$ cat src/hw/rtl/ptre_pkg.sv
`timescale 1ns / 1ps
// ----------------------------------------------------------------------------
// ptre_pkg: shared types and codes of the pointer tablet report engine
// Holds the item structures carried by the channels, the operation, status
// and register codes, and the fixed report constants.
// ----------------------------------------------------------------------------
package ptre_pkg;

  // Operation codes of an input item.
  localparam logic [2:0] FUNC_MOTION     = 3'd0;
  localparam logic [2:0] FUNC_ABSOLUTE   = 3'd1;
  localparam logic [2:0] FUNC_IN_TOKEN   = 3'd2;
  localparam logic [2:0] FUNC_OUT_TOKEN  = 3'd3;
  localparam logic [2:0] FUNC_GET_REPORT = 3'd4;

  // Status codes of a result item.
  localparam logic [1:0] STATUS_REPORT = 2'd0;
  localparam logic [1:0] STATUS_NAK    = 2'd1;
  localparam logic [1:0] STATUS_STALL  = 2'd2;

  // Report modes.
  localparam logic [7:0] MODE_MOUSE  = 8'd1;
  localparam logic [7:0] MODE_TABLET = 8'd2;

  // Register indexes on the configuration port.
  localparam logic REG_REPORT_MODE = 1'b0;
  localparam logic REG_IDLE_RATE   = 1'b1;

  localparam int unsigned CFG_ADDR_W = 3;
  localparam int unsigned CFG_DATA_W = 32;

  localparam logic [CFG_DATA_W-1:0] REPORT_MODE_RESET = 32'd1;

  // The only endpoint that is served by interrupt polls.
  localparam logic [3:0] REPORT_ENDPOINT = 4'd1;

  // Report lengths and room thresholds.
  localparam logic [2:0] MOUSE_LEN_SHORT = 3'd3;
  localparam logic [2:0] MOUSE_LEN_FULL  = 3'd4;
  localparam logic [2:0] TABLET_LEN      = 3'd7;
  localparam logic [6:0] MOUSE_ROOM_MIN  = 7'd4;
  localparam logic [6:0] TABLET_ROOM_MIN = 7'd7;

  // Tablet pressure byte when no contact button is down.
  localparam logic [7:0] PRESSURE_LIFTED = 8'd129;

  // Position scale of the host and width of a scaled coordinate.
  localparam int unsigned POS_W      = 15;
  localparam int unsigned SCALED_W   = 13;
  localparam int unsigned HOST_SHIFT = 15;   // host full scale is 2**15 - 1

  typedef struct packed {
    logic        [2:0]  func;
    logic signed [15:0] delta_x;
    logic signed [15:0] delta_y;
    logic signed [15:0] delta_wheel;
    logic        [14:0] position_x;
    logic        [14:0] position_y;
    logic        [2:0]  button_bits;
    logic        [3:0]  endpoint;
    logic        [6:0]  room;
  } in_item_t;

  typedef struct packed {
    logic [1:0] status;
    logic [2:0] report_length;
    logic [7:0] report_byte0;
    logic [7:0] report_byte1;
    logic [7:0] report_byte2;
    logic [7:0] report_byte3;
    logic [7:0] report_byte4;
    logic [7:0] report_byte5;
    logic [7:0] report_byte6;
  } out_item_t;

endpackage

$ cat src/hw/rtl/ptre_if.sv
`timescale 1ns / 1ps
// ----------------------------------------------------------------------------
// ptre_if: valid/ready channels of the pointer tablet report engine
// One interface for the event and token channel, one for the result channel.
// ----------------------------------------------------------------------------
interface ptre_in_if;
  logic               valid;
  logic               ready;
  ptre_pkg::in_item_t data;

  modport source (output valid, output data, input ready);
  modport sink   (input valid, input data, output ready);
endinterface

interface ptre_out_if;
  logic                valid;
  logic                ready;
  ptre_pkg::out_item_t data;

  modport source (output valid, output data, input ready);
  modport sink   (input valid, input data, output ready);
endinterface

$ cat src/hw/rtl/ptre_scale.sv
`timescale 1ns / 1ps
// ----------------------------------------------------------------------------
// ptre_scale: absolute position scaler
// Computes floor(pos * MAX_VAL / 32767) with a constant multiply and a
// reciprocal estimate followed by one compare and correct step.
// ----------------------------------------------------------------------------
module ptre_scale #(
  parameter int unsigned MAX_VAL = 5040
) (
  input  logic [ptre_pkg::POS_W-1:0]    pos,
  output logic [ptre_pkg::SCALED_W-1:0] scaled
);

  localparam int unsigned ProdW = ptre_pkg::POS_W + ptre_pkg::SCALED_W;
  localparam int unsigned EstW  = ProdW + 1;
  localparam int unsigned QW    = EstW - ptre_pkg::HOST_SHIFT;
  localparam int unsigned RemW  = EstW + 1;
  localparam logic [RemW-1:0] Divisor = RemW'((1 << ptre_pkg::HOST_SHIFT) - 1);

  logic [ProdW-1:0] prod;
  logic [EstW-1:0]  est;
  logic [QW-1:0]    q_est;
  logic [RemW-1:0]  rem;
  logic [QW-1:0]    q_fix;

  // 1 / (2**15 - 1) is close to (1 + 2**-15) / 2**15; the estimate is
  // never above the true quotient and at most one below it.
  assign prod  = ProdW'(pos) * ProdW'(MAX_VAL);
  assign est   = EstW'(prod) + EstW'(prod >> ptre_pkg::HOST_SHIFT);
  assign q_est = est[EstW-1:ptre_pkg::HOST_SHIFT];
  assign rem   = RemW'(prod) + RemW'(q_est) - (RemW'(q_est) << ptre_pkg::HOST_SHIFT);
  assign q_fix = (rem >= Divisor) ? q_est + QW'(1) : q_est;
  assign scaled = q_fix[ptre_pkg::SCALED_W-1:0];

endmodule

$ cat src/hw/rtl/pointer_tablet_report_engine.sv
`timescale 1ns / 1ps
// ----------------------------------------------------------------------------
// pointer_tablet_report_engine: pointer-device report engine
// Accepts motion events, bus tokens and get-report requests and answers each
// token or request with one mouse, tablet or empty report transaction, a NAK or a stall.
// ----------------------------------------------------------------------------
// The engine takes one input transaction every clock cycle. Motion and
// absolute-position events only update the internal state and give no
// result; IN tokens, OUT tokens, get-report requests and unknown operations
// each give exactly one result transaction, which appears in the output
// register in the cycle after the input is accepted. All work for an item is
// done between the input handshake and that output register, so the only
// thing that slows the engine is the result side: while a result waits in
// the output register and out_ch.ready is low, in_ch.ready is low too. The
// two configuration registers (report_mode at byte address 0, idle_rate at
// byte address 4) are written over the APB-style port and should only be
// changed while no transaction is in flight.
// ----------------------------------------------------------------------------
module pointer_tablet_report_engine #(
  parameter int unsigned ACCUM_WIDTH  = 16,
  parameter int unsigned TABLET_MAX_X = 5040,
  parameter int unsigned TABLET_MAX_Y = 3780
) (
  input  logic                                clk,
  input  logic                                rst_n,
  ptre_in_if.sink                             in_ch,
  ptre_out_if.source                          out_ch,
  input  logic                                psel,
  input  logic                                penable,
  input  logic                                pwrite,
  input  logic [ptre_pkg::CFG_ADDR_W-1:0]     paddr,
  input  logic [ptre_pkg::CFG_DATA_W-1:0]     pwdata,
  output logic [ptre_pkg::CFG_DATA_W-1:0]     prdata,
  output logic                                pready
);

  localparam int unsigned AccW  = ACCUM_WIDTH;
  // Sum width wide enough for an accumulator plus a 16-bit delta.
  localparam int unsigned SumW  = ((AccW > 16) ? AccW : 16) + 1;
  localparam logic signed [SumW-1:0] SatHi = {{(SumW-AccW+1){1'b0}}, {(AccW-1){1'b1}}};
  localparam logic signed [SumW-1:0] SatLo = {{(SumW-AccW+1){1'b1}}, {(AccW-1){1'b0}}};
  localparam logic signed [AccW-1:0] ByteMax = {{(AccW-7){1'b0}}, 7'h7f};
  localparam logic signed [AccW-1:0] ByteMin = {{(AccW-7){1'b1}}, 7'h00};

  // Configuration registers.
  logic [7:0] report_mode_r;
  logic [7:0] idle_rate_r;

  // Engine state.
  logic signed [AccW-1:0]            accum_x_r,     accum_x_nxt;
  logic signed [AccW-1:0]            accum_y_r,     accum_y_nxt;
  logic signed [AccW-1:0]            accum_wheel_r, accum_wheel_nxt;
  logic [ptre_pkg::SCALED_W-1:0]     scaled_x_r,    scaled_x_nxt;
  logic [ptre_pkg::SCALED_W-2:0]     scaled_y_r,    scaled_y_nxt;
  logic [2:0]                        held_buttons_r, held_buttons_nxt;
  logic                              fresh_data_r,  fresh_data_nxt;

  // Output register.
  logic                              out_valid_r;
  ptre_pkg::out_item_t               out_data_r,    out_data_nxt;
  logic                              has_result;

  logic                              in_accept;
  logic                              cfg_write;

  logic [ptre_pkg::SCALED_W-1:0]     scale_x;
  logic [ptre_pkg::SCALED_W-1:0]     scale_y;

  logic signed [AccW-1:0]            clamp_x, clamp_y, clamp_wheel;

  function automatic logic signed [AccW-1:0] sat_add(
    input logic signed [AccW-1:0] acc,
    input logic signed [15:0]     delta
  );
    logic signed [SumW-1:0] sum;
    sum = SumW'(acc) + SumW'(delta);
    if (sum > SatHi) begin
      sum = SatHi;
    end else if (sum < SatLo) begin
      sum = SatLo;
    end
    return sum[AccW-1:0];
  endfunction

  function automatic logic signed [AccW-1:0] clamp_byte(
    input logic signed [AccW-1:0] v
  );
    logic signed [AccW-1:0] c;
    c = v;
    if (v < ByteMin) begin
      c = ByteMin;
    end else if (v > ByteMax) begin
      c = ByteMax;
    end
    return c;
  endfunction

  // Handshakes. The output register frees up in the same cycle it drains.
  assign in_ch.ready  = !out_valid_r || out_ch.ready;
  assign in_accept    = in_ch.valid && in_ch.ready;
  assign out_ch.valid = out_valid_r;
  assign out_ch.data  = out_data_r;

  // Configuration port: writes complete in the access phase, never wait.
  assign pready    = 1'b1;
  assign cfg_write = psel && penable && pwrite && pready;

  always_comb begin
    case (paddr[2])
      ptre_pkg::REG_REPORT_MODE: prdata = ptre_pkg::CFG_DATA_W'(report_mode_r);
      ptre_pkg::REG_IDLE_RATE:   prdata = ptre_pkg::CFG_DATA_W'(idle_rate_r);
      default:                   prdata = '0;
    endcase
  end

  always_ff @(posedge clk) begin
    if (!rst_n) begin
      report_mode_r <= ptre_pkg::REPORT_MODE_RESET[7:0];
      idle_rate_r   <= 8'd0;
    end else if (cfg_write) begin
      case (paddr[2])
        ptre_pkg::REG_REPORT_MODE: report_mode_r <= pwdata[7:0];
        ptre_pkg::REG_IDLE_RATE:   idle_rate_r   <= pwdata[7:0];
        default: ;
      endcase
    end
  end

  // Absolute position scaling onto the tablet grid.
  ptre_scale #(
    .MAX_VAL (TABLET_MAX_X)
  ) u_scale_x (
    .pos    (in_ch.data.position_x),
    .scaled (scale_x)
  );

  ptre_scale #(
    .MAX_VAL (TABLET_MAX_Y)
  ) u_scale_y (
    .pos    (in_ch.data.position_y),
    .scaled (scale_y)
  );

  // The part of each axis a mouse report can carry.
  assign clamp_x     = clamp_byte(accum_x_r);
  assign clamp_y     = clamp_byte(accum_y_r);
  assign clamp_wheel = clamp_byte(accum_wheel_r);

  always_comb begin
    logic do_report;

    accum_x_nxt      = accum_x_r;
    accum_y_nxt      = accum_y_r;
    accum_wheel_nxt  = accum_wheel_r;
    scaled_x_nxt     = scaled_x_r;
    scaled_y_nxt     = scaled_y_r;
    held_buttons_nxt = held_buttons_r;
    fresh_data_nxt   = fresh_data_r;
    out_data_nxt     = '0;
    has_result       = 1'b1;
    do_report        = 1'b0;

    case (in_ch.data.func)
      ptre_pkg::FUNC_MOTION: begin
        accum_x_nxt      = sat_add(accum_x_r, in_ch.data.delta_x);
        accum_y_nxt      = sat_add(accum_y_r, in_ch.data.delta_y);
        accum_wheel_nxt  = sat_add(accum_wheel_r, in_ch.data.delta_wheel);
        held_buttons_nxt = in_ch.data.button_bits;
        fresh_data_nxt   = 1'b1;
        has_result       = 1'b0;
      end
      ptre_pkg::FUNC_ABSOLUTE: begin
        scaled_x_nxt     = scale_x;
        scaled_y_nxt     = scale_y[ptre_pkg::SCALED_W-2:0];
        accum_wheel_nxt  = sat_add(accum_wheel_r, in_ch.data.delta_wheel);
        held_buttons_nxt = in_ch.data.button_bits;
        fresh_data_nxt   = 1'b1;
        has_result       = 1'b0;
      end
      ptre_pkg::FUNC_IN_TOKEN: begin
        if (in_ch.data.endpoint != ptre_pkg::REPORT_ENDPOINT) begin
          out_data_nxt.status = ptre_pkg::STATUS_STALL;
        end else if (!fresh_data_r && idle_rate_r == 8'd0) begin
          // Nothing new since the last answered poll and no idle reports.
          out_data_nxt.status = ptre_pkg::STATUS_NAK;
        end else begin
          fresh_data_nxt = 1'b0;
          do_report      = 1'b1;
        end
      end
      ptre_pkg::FUNC_GET_REPORT: begin
        do_report = 1'b1;
      end
      default: begin
        // OUT tokens and unknown operations stall.
        out_data_nxt.status = ptre_pkg::STATUS_STALL;
      end
    endcase

    if (do_report) begin
      out_data_nxt.status = ptre_pkg::STATUS_REPORT;
      if (report_mode_r == ptre_pkg::MODE_MOUSE) begin
        // The part that is sent is taken off the accumulators.
        accum_x_nxt                = accum_x_r - clamp_x;
        accum_y_nxt                = accum_y_r - clamp_y;
        out_data_nxt.report_byte0  = {5'd0, held_buttons_r};
        out_data_nxt.report_byte1  = clamp_x[7:0];
        out_data_nxt.report_byte2  = clamp_y[7:0];
        out_data_nxt.report_length = ptre_pkg::MOUSE_LEN_SHORT;
        if (in_ch.data.room >= ptre_pkg::MOUSE_ROOM_MIN) begin
          accum_wheel_nxt            = accum_wheel_r - clamp_wheel;
          out_data_nxt.report_byte3  = clamp_wheel[7:0];
          out_data_nxt.report_length = ptre_pkg::MOUSE_LEN_FULL;
        end
      end else if (report_mode_r == ptre_pkg::MODE_TABLET) begin
        if (in_ch.data.room >= ptre_pkg::TABLET_ROOM_MIN) begin
          out_data_nxt.report_length = ptre_pkg::TABLET_LEN;
          out_data_nxt.report_byte0  = report_mode_r;
          out_data_nxt.report_byte1  = scaled_x_r[7:0];
          out_data_nxt.report_byte2  = 8'(scaled_x_r[ptre_pkg::SCALED_W-1:8]);
          out_data_nxt.report_byte3  = scaled_y_r[7:0];
          out_data_nxt.report_byte4  = 8'(scaled_y_r[ptre_pkg::SCALED_W-2:8]);
          // Right button maps to 0x40 and middle to 0x20.
          out_data_nxt.report_byte5  = {1'b0, held_buttons_r[1], held_buttons_r[2], 5'd0};
          // Left or middle button down means the pen touches.
          out_data_nxt.report_byte6  = (held_buttons_r[0] || held_buttons_r[2]) ?
                                       8'd0 : ptre_pkg::PRESSURE_LIFTED;
        end
      end
    end
  end

  always_ff @(posedge clk) begin
    if (!rst_n) begin
      accum_x_r      <= '0;
      accum_y_r      <= '0;
      accum_wheel_r  <= '0;
      scaled_x_r     <= '0;
      scaled_y_r     <= '0;
      held_buttons_r <= '0;
      fresh_data_r   <= 1'b1;
    end else if (in_accept) begin
      accum_x_r      <= accum_x_nxt;
      accum_y_r      <= accum_y_nxt;
      accum_wheel_r  <= accum_wheel_nxt;
      scaled_x_r     <= scaled_x_nxt;
      scaled_y_r     <= scaled_y_nxt;
      held_buttons_r <= held_buttons_nxt;
      fresh_data_r   <= fresh_data_nxt;
    end
  end

  always_ff @(posedge clk) begin
    if (!rst_n) begin
      out_valid_r <= 1'b0;
    end else if (in_ch.ready) begin
      out_valid_r <= in_accept && has_result;
    end
  end

  always_ff @(posedge clk) begin
    if (in_accept && has_result) begin
      out_data_r <= out_data_nxt;
    end
  end

endmodule

$ cat src/flat_wrapper.sv
// flat-port wrapper written by rule: the top's interface ports become plain ports
module pointer_tablet_report_engine_flat 
#(
  parameter int unsigned ACCUM_WIDTH  = 16,
  parameter int unsigned TABLET_MAX_X = 5040,
  parameter int unsigned TABLET_MAX_Y = 3780
)
  (clk, rst_n, psel, penable, pwrite, paddr, pwdata, prdata, pready, in_ch_valid, in_ch_data, in_ch_ready, out_ch_valid, out_ch_data, out_ch_ready);
  ptre_in_if in_ch_i ();
  ptre_out_if out_ch_i ();
  input  logic clk;
  input  logic rst_n;
  input  logic psel;
  input  logic penable;
  input  logic pwrite;
  input  logic [ptre_pkg::CFG_ADDR_W-1:0] paddr;
  input  logic [ptre_pkg::CFG_DATA_W-1:0] pwdata;
  output logic [ptre_pkg::CFG_DATA_W-1:0] prdata;
  output logic pready;
  input wire logic [$bits(in_ch_i.valid)-1:0] in_ch_valid;
  input wire logic [$bits(in_ch_i.data)-1:0] in_ch_data;
  output wire logic [$bits(in_ch_i.ready)-1:0] in_ch_ready;
  output wire logic [$bits(out_ch_i.valid)-1:0] out_ch_valid;
  output wire logic [$bits(out_ch_i.data)-1:0] out_ch_data;
  input wire logic [$bits(out_ch_i.ready)-1:0] out_ch_ready;
  assign in_ch_i.valid = in_ch_valid;
  assign in_ch_i.data = in_ch_data;
  assign in_ch_ready = in_ch_i.ready;
  assign out_ch_valid = out_ch_i.valid;
  assign out_ch_data = out_ch_i.data;
  assign out_ch_i.ready = out_ch_ready;
  pointer_tablet_report_engine #(.ACCUM_WIDTH(ACCUM_WIDTH), .TABLET_MAX_X(TABLET_MAX_X), .TABLET_MAX_Y(TABLET_MAX_Y)) u_core (.clk(clk), .rst_n(rst_n), .in_ch(in_ch_i), .out_ch(out_ch_i), .psel(psel), .penable(penable), .pwrite(pwrite), .paddr(paddr), .pwdata(pwdata), .prdata(prdata), .pready(pready));
endmodule
$ cat config.mk
export PLATFORM = sky130hd
export DESIGN_NAME = pointer_tablet_report_engine_flat
export DESIGN_NICKNAME = d
export VERILOG_FILES = /design/src/hw/rtl/ptre_pkg.sv /design/src/hw/rtl/ptre_if.sv /design/src/hw/rtl/ptre_scale.sv /design/src/hw/rtl/pointer_tablet_report_engine.sv /design/src/flat_wrapper.sv
export SDC_FILE = /design/constraint.sdc
export NUM_CORES = 1
export LEC_CHECK = 0
export BUFFER_PORTS_ARGS = -buffer_cell sky130_fd_sc_hd__buf_2
export CAP_MARGIN = 20
export CORE_MARGIN = 2
export CORE_UTILIZATION = 25
export CTS_CLUSTER_DIAMETER = 80
export DETAILED_ROUTE_END_ITERATION = 10
export GPL_TIMING_DRIVEN = 0
export PLACE_DENSITY = 0.5
export SETUP_SLACK_MARGIN = 0.02
export SLEW_MARGIN = 20
export SYNTH_ARGS = -nofsm -noshare
export SYNTH_HDL_FRONTEND = slang
export SYNTH_SLANG_ARGS = --single-unit
$ cat constraint.sdc
create_clock -name clk -period 15.1 [get_ports clk]
set_clock_uncertainty 0.15 [all_clocks]
set_input_delay 1.51 -clock clk [delete_from_list [all_inputs] [get_ports clk]]
set_output_delay 1.51 -clock clk [all_outputs]
set_load 0.02 [all_outputs]
* Yosys cells after proc, flatten, opt, wreduce, memory -nomap -nowiden *
Index checks and enable logic that the tools add are counted.

cells by class
  $add $sub $neg = 14
  multiply operators = 2
  $lt $le $gt $ge = 16
  eq/ne operators = 8
  multiplexer cells = 41
  bitwise operators = 4
  reduce and logical (&&, ||, !) cells = 21

operators by type and width
  cell                    number
  $mux 16                 22
  $mux 59                 2
  $pmux 32 s2             1
  $ge 30x15->1 const B    2
  $add 16x16->17          3
  $gt 17x16->1 const B    3
  $lt 17x16->1 const B    3
  $gt 16x8->1 const B     3
  $lt 16x8->1 const B     3
  $sub 16x16->16          3
  $mux 35                 1
  $sub 29x29->30          1
  $add 28x13->29          1
  $add 28x14->29          1
  $sub 28x28->29          1
  $add 27x12->28          1
  $add 27x13->28          1
  $mul 15x10->25 const B  1
  $mul 15x9->24 const B   1
  $mux 8                  2
  $ge 7x3->1 const B      2
  $add 13x1->13 const B   1
  $mux 13                 1
  $add 12x1->12 const B   1
  25 further kinds        45

storage, ports and cells
  bits in registers = 155
  bits of input ports = 137
  output and inout bits = 96
  logic and storage cells = 128

* Depth between registers and ports, before layout *
Gate-level depths: netlist of run 1.

  depth in word-level cells = 8
  gate-level depth with buffers = 46
  gate-level depth less buffers = 45

* By module *
Synthesis of run 1 repeated with hierarchy kept, for this count alone.

unflattened totals
  cell total of the unflattened synthesis = 2,885
  area total of the unflattened synthesis = 22,539.1 µm²

by module, submodules not included
  module                         instances  cells each  area each (µm²)
  pointer_tablet_report_engine   1          1,431       11,219.5
  ptre_scale (u_core.u_scale_y)  1          723         5,735.5
  ptre_scale (u_core.u_scale_x)  1          731         5,584.1

* Least setup slack after synthesis of run 1 *
No wires, ideal clock.

  path type = input-to-reg
  start point = in in_ch_data[17]
  end point = reg u_core.scaled_y_r[10] (netlist name)
  library setup time = 0.074 ns
  arrival time = 11.040 ns
  data required time = 14.876 ns
  slack = 3.836 ns
  cell stages on the path = 40
  path buffers = 2
  path through = inv_1 > fa_1 > fa_1 > fa_1 > inv_1 > ha_1 > inv_1 > fa_1 > inv_1 > ha_1 > a2111o_1 > o21ai_4 > a211oi_1 > or4_1 > o2111ai_2 > ha_1 > nand4_1 > o41ai_1 > [4 not listed] > and2_1 > nand3_1 > or3b_2 > ha_1 > inv_1 > ha_1 > buf_2 > a21o_1 > a311oi_2 > nor2_1 > o32ai_1 > mux2_2 > nor3b_1 > and4_1 > buf_4 > or2_4 > or4_1 > a31oi_1

on the way
  word-level cells in the longest chain between the ends = 6

RTL lines
  element               RTL line                             source
  start, declared       flat_wrapper.sv:21                   input wire logic [$bits(in_ch_i.data)-1:0] in_ch_data;
  $mul 15x10->25 *      ptre_scale.sv:28                     assign prod = ProdW'(pos) * ProdW'(MAX_VAL);
  $add 27x12->28        ptre_scale.sv:29                     assign est = EstW'(prod) + EstW'(prod >> ptre_pkg::HOST_SHIFT);
  $add 27x13->28        ptre_scale.sv:31                     assign rem = RemW'(prod) + RemW'(q_est) - (RemW'(q_est) << ptre_pkg::HOST_SHIFT);
  $sub 28x28->29        ptre_scale.sv:31
  $ge 30x15->1          ptre_scale.sv:32                     assign q_fix = (rem >= Divisor) ? q_est + QW'(1) : q_est;
  $mux 12 *             ptre_scale.sv:32
  end signal, assigned  pointer_tablet_report_engine.sv:247  scaled_y_r <= scaled_y_nxt;
  end, declared         pointer_tablet_report_engine.sv:54   logic [ptre_pkg::SCALED_W-2:0] scaled_y_r, scaled_y_nxt;

Mark *: on every way between the ends. The rest lies on a longest branch, timed or not.
A chain may end at the register's enable or synchronous reset.

* Worst setup path after layout of run 1 *
  start point = in in_ch_data[33]
  end point = reg u_core.scaled_x_r[1] (netlist name)

on the way
  word-level cells in the longest chain between the ends = 6

RTL lines
  element               RTL line                             source
  $mul 15x9->24 *       ptre_scale.sv:28
  $add 28x13->29        ptre_scale.sv:29
  $add 28x14->29        ptre_scale.sv:31
  $sub 29x29->30        ptre_scale.sv:31
  $ge 30x15->1          ptre_scale.sv:32
  $mux 13 *             ptre_scale.sv:32
  end signal, assigned  pointer_tablet_report_engine.sv:246  scaled_x_r <= scaled_x_nxt;
  end, declared         pointer_tablet_report_engine.sv:53   logic [ptre_pkg::SCALED_W-1:0] scaled_x_r, scaled_x_nxt;

Marked as above.

==> impl_metrics.tcl, run 1 <==
set metrics [dict create \
    cts_setup_buffers 0 \
    grt_start_max_net_pins 34 \
    hold_viol 0 \
    cts.root.buffer_cell "clkbuf_16" \
    dp_hpwl_um 59900 \
    fin_ws_ns 2.86 \
    drive_gt1_share_pct 10.3 \
    setup_viol 0 \
    die_area_sq_um 91500 \
    status "finished, final reports clean" \
    avgSynthCellArea_sq_um 7.74 \
    worst_hold_slack_ns 0.311 \
    rsz0062_at_grt "no" \
    mostFrequentLayoutCell "inv_1" \
    cts_buffers 17 \
    grt_overflow 0 \
    synth-async-reset-ratio_pct 0 \
    tightest_slew_ns 1.10 \
    yosysSeqAreaShare_pct 14.2 \
    ctsLongestPathBuffers 2 \
    htree_num_levels 4 \
    hp-class "flip-flop to flip-flop" \
    clk_latency_ns 0.44 \
    drtPass1Iterations 5 \
    io_pins 233 \
    end_kind "flip-flop" \
    period_share_pct 81.1 \
    cts_sinks 137 \
    diodes 0 \
    drc_errors 0 \
    area_growth_syn_to_layout_pct 13.8 \
    cp-start-kind "primary input" \
    max_stage_delay_ns 0.68 \
    die_x_um 302 \
    ys_types 101 \
    cpMaxStageDelayCell "a2111oi_0" \
    ys_ff_latch 137 \
    wl_um 71600 \
    syn_inst 2876 \
    ant_nets 0 \
    crit_top_cell "inv_1" \
    worstPathRequired_ns 15.25 \
    cts_tree "yes" \
    max_clock_freq_mhz 81.7 \
    grt_pass1_wl_um 112000 \
    syn_area_sq_um 22300 \
    cap_violations 0 \
    drv_slew 0 \
    cp.arrival_ns 12.39 \
    synth_flop_cell "dfxtp_1" \
    rows 109 \
    slew_headroom_pct 26.7 \
    die_height_um 302 \
    antenna_found_initial 0 \
    vias_per_cell 4.87 \
    nNetsFinal 3672 \
    final_core_util_pct 28.7 \
    grt_pass1_vias 19800 \
    cts_resized 0 \
    ys_warn_count 0 \
    grtUsageTotal_pct 15.4 \
    fill_cells 9727 \
    tns_ns 0 \
    num_vias 20900 \
    gp_congestion 0.935 \
    cp_max_fo 10 \
    cts-hold-fix-buffers 0 \
    path_clk_slew_ns 0.07 \
    layout_min_cycle_time_ns 12.24 \
    start_util_pct 25.2 \
    io_buffers 165 \
    core_sq_um 88400 \
    final_cell_mix "inv_1 (376), ha_1 (332), a21oi_1 (270), nand2_1 (237), o21ai_0 (184)" \
    multi_input_area_sq_um 17200 \
    avgRoutedWirePerCell_um 16.7 \
    drt_iter0_markers 1395 \
    crit_type "primary input to flip-flop" \
    pre_cts_ws_ns 2.47 \
    seq_area_sq_um 3170 \
    synth_edf_count 43 \
]
state kept, by name, summed over array words and instances (netlist names):
signal	count
u_core.accum_wheel_r	16
u_core.accum_x_r	16
u_core.accum_y_r	16
u_core.fresh_data_r	1
u_core.held_buttons_r	3
u_core.idle_rate_r	8
u_core.out_ch.data	43
u_core.out_ch.valid	1
u_core.report_mode_r	8
u_core.scaled_x_r	13
u_core.scaled_y_r	12
worst max-delay path: cells and delay by family:
family	cells	cell delay, ns
multiplexers	2	0.46
buffers and inverters	9	0.84
AND/OR/NAND/NOR	9	2.32
XOR/XNOR	1	0.16
adder cells (fa/ha/maj)	9	3.26
AO/OA/AOI/OAI	17	3.79
per-layer routing:
layer  GRT usage, %  wire length (um)  vias to the layer above
met2           25.7             32700                      500
met1           21.8             34500                     9720
met5              0                 0                        -
met4           2.89              1140                        0
met3           1.21              3250                       58
li1               -                 -                    10600
synth_stat cells, drive strengths merged (9+ instances only):
master	instances	area [sq um]
inv	378	1420
ha	332	4150
a21oi	271	1360
nand2	238	896
o21ai	198	1020
nor2	180	683
xnor2	111	980
fa	97	1940
dfxtp	94	1880
a21o	78	586
clkbuf	72	273
buf	63	415
nand3	55	280
nor3	49	245
xor2	48	428
edfxtp	43	1290
o21a	33	248
nand4	32	215
and3	29	186
nor4	29	181
a31oi	28	175
o211ai	28	215
and2	25	156
a211oi	24	198
nand2b	22	138
or3	22	138
nor2b	19	119
o21bai	18	135
o22ai	17	106
o31ai	14	105
mux2i	13	130
or2	13	83.8
or4	13	101
a311oi	12	136
mux2	12	135
o221ai	12	105
a2111oi	10	93.8
a22oi	9	72.6
o2111ai	9	103
path summary, 6_finish.rpt:
path	slack, ns	from	cells past startpoint	to
setup / recovery	2.86	in_ch_data[33]	47	u_core.scaled_x_r[1]
hold / removal	0.31	u_core.scaled_y_r[0]	2	u_core.scaled_y_r[0]
setup reg to reg	10.26	u_core.accum_wheel_r[12]	15	u_core.accum_wheel_r[14]
hold reg to reg	0.31	u_core.scaled_y_r[0]	2	u_core.scaled_y_r[0]
logic make-up after synthesis:
group           Yosys count  synth area share, %
compound gates          846                 24.4
simple gates            761                 16.8
buf+inv                 513                 9.46
fa+ha+maj               433                 27.6
xor+xnor                159                 6.32
flops                   137                 14.2
mux                      25                 1.19
other cells               2               0.0337
through the flow:
| step | cells | cell area (sq um) |
|---|---|---|
| after floorplan | 2920 | 22400 |
| after global placement | 4250 | 24700 |
| after detailed placement | 4252 | 24800 |
| after CTS | 4284 | 25300 |
| after global routing | 4284 | 25300 |
| final | 4284 | 25300 |
area by class of cell:
cell class | instances | area share [%]
buffer | 135 | 2.71
clock buffer | 17 | 1.68
clock inverter | 15 | 0.652
inverter | 378 | 5.60
multi-input combinational | 2270 | 67.7
sequential | 137 | 12.5
tap | 1165 | 5.75
timing repair buffer | 167 | 3.37
Power of run 1 is left out: the tool's default activity adds up to more than one toggle a clock period on the data nets, which glitch-free logic cannot reach.
==> inputs of run 2 (changes only) <==
--- a/config.mk
+++ b/config.mk
@@ -12,7 +12,7 @@
 export CTS_CLUSTER_DIAMETER = 80
 export DETAILED_ROUTE_END_ITERATION = 10
 export GPL_TIMING_DRIVEN = 0
-export PLACE_DENSITY = 0.5
+export PLACE_DENSITY = 0.52
 export SETUP_SLACK_MARGIN = 0.02
 export SLEW_MARGIN = 20
 export SYNTH_ARGS = -nofsm -noshare
==> constraint.sdc (replaced) <==
create_clock -name clk -period 9.9 [get_ports clk]
set_clock_uncertainty 0.15 [all_clocks]
set_input_delay 0.99 -clock clk [delete_from_list [all_inputs] [get_ports clk]]
set_output_delay 0.99 -clock clk [all_outputs]
set_load 0.02 [all_outputs]
==> run 2 against run 1 <==
Net effect:
- the run now ends with negative setup slack left
- worst hold slack better by 0.0013 ns
- setup slack worse by 3.4 ns
- wire length increased by 2.5%
- design area grew 11%
- core utilization is 3.2 points higher
- first-iteration DRC count rose by 7.7%
- clock-buffer cell count up 2
- die area stayed put
==> impl_metrics.tcl, run 2 (synthesis results as in run 1) <==
set metrics [dict create \
    drtPass1Iterations 7 \
    diodes 0 \
    period_share_pct 106 \
    max_stage_delay_ns 0.50 \
    start_util_pct 25.2 \
    cp.arrival_ns 10.68 \
    drive_gt1_share_pct 21.0 \
    cpMaxStageDelayCell "fa_1" \
    crit_type "primary input to flip-flop" \
    final_cell_area_sq_um 28200 \
    gp_congestion 0.902 \
    htree_num_levels 4 \
    path_clk_slew_ns 0.07 \
    core_sq_um 88400 \
    grtUsageTotal_pct 15.5 \
    cts.root.buffer_cell "clkbuf_16" \
    avgRoutedWirePerCell_um 16.7 \
    violations "negative setup slack" \
    grt_overflow 0 \
    placed_area_sq_um 25200 \
    area_growth_syn_to_layout_pct 26.6 \
    drv_slew 0 \
    rsz0062_at_grt "yes" \
    cp_max_fo 8 \
    cts_tree "yes" \
    ant_nets 0 \
    grt_start_max_net_pins 32 \
    io_pins 233 \
    num_vias 21700 \
    final_core_util_pct 31.9 \
    grt_pass1_wl_um 113000 \
    die_height_um 302 \
    antenna_found_initial 4 \
    tightest_slew_ns 1.13 \
    met3_length_um 3860 \
    drc_errors 0 \
    wl_um 73400 \
    ctsLongestPathBuffers 2 \
    drt_iter0_markers 1503 \
    worstPathRequired_ns 10.11 \
    worst_hold_slack_ns 0.312 \
    crit_top_cell "fa_1" \
    hp-class "flip-flop to flip-flop" \
    largest_register_ffs 43 \
    dp_hpwl_um 59700 \
    layout_min_cycle_time_ns 10.47 \
    clk_latency_ns 0.43 \
    hold_viol 0 \
    rows 109 \
    vias_per_cell 4.95 \
    nNetsFinal 3781 \
    setup_viol 25 \
    die_area_sq_um 91500 \
    cp-start-kind "primary input" \
    cts_sinks 137 \
    wl_met2_um 34500 \
    io_buffers 165 \
    wirelength_met1_um 33600 \
    grt_pass1_vias 20500 \
    max_clock_freq_mhz 95.5 \
    die_x_um 302 \
    fill_cells 9522 \
    slew_headroom_pct 24.2 \
    mostFrequentLayoutCell "inv_1" \
    top_layer_used "met5" \
    cts_buffers 17 \
    fin_ws_ns -0.568 \
    cts-hold-fix-buffers 0 \
    cap_violations 0 \
    status "finished, violations left" \
    final_cell_mix "inv_1 (342), ha_1 (266), a21oi_1 (246), nand2_1 (229), o21ai_0 (172)" \
    end_kind "flip-flop" \
]
-- run 2: cell type report --
cell class	count	area [sq um]	share of cell area [%]
Sequential cell	137	3170	11.3
Buffer	129	698	2.48
Multi-Input combinational cell	2270	18900	67.1
Inverter	378	1450	5.15
Clock buffer	19	464	1.65
Tap cell	1165	1460	5.17
Timing Repair Buffer	282	1910	6.77
Clock inverter	13	125	0.444
-- run 2: critical path, delay by kind of cell --
family,cells,cell delay (ns)
xor gates and xnor gates,1,0.24
buffers and inverters,8,0.74
AOI/OAI and AO/OA,9,2.06
and+or+nand+nor,14,3.08
adders and majority gates,10,3.57
-- run 2: routing by layer --
layer | GRT usage, % | up-vias
met1 | 21.2 | 10200
met2 | 26.2 | 580
met5 | 0 | -
met4 | 3.41 | 6
met3 | 1.56 | 97
li1 | - | 10800
-- run 2: through the flow --
stage                     std cells  TNS [ns]  setup WS (ns)
after global placement         4250    -39.19          -1.76
after detailed placement       4251    -40.42          -1.81
after CTS                      4362    -11.07         -0.641
after floorplan                2920     -3.76         -0.400
final                          4393    -10.09         -0.568
after global routing           4393    -20.45         -0.950
-- run 2: final timing paths --
kind	startpoint	end	slack, ns	cells after the start
setup / recovery	in_ch_data[17]	u_core.scaled_y_r[6]	-0.57	42
hold / removal	u_core.scaled_y_r[0]	u_core.scaled_y_r[0]	0.31	2
setup reg to reg	u_core.accum_y_r[0]	u_core.accum_y_r[11]	4.96	14
hold reg to reg	u_core.scaled_y_r[0]	u_core.scaled_y_r[0]	0.31	2
-- run 2: what timing repair did --
action,4_1_cts,5_1_grt
resized for setup,167,160
hold endpoints to repair,0,0
endpoints found under the setup margin,25,25
pin swaps,120,93
gates cloned,0,0
setup buffers,82,36
Power of run 2 is left out for the same reason.
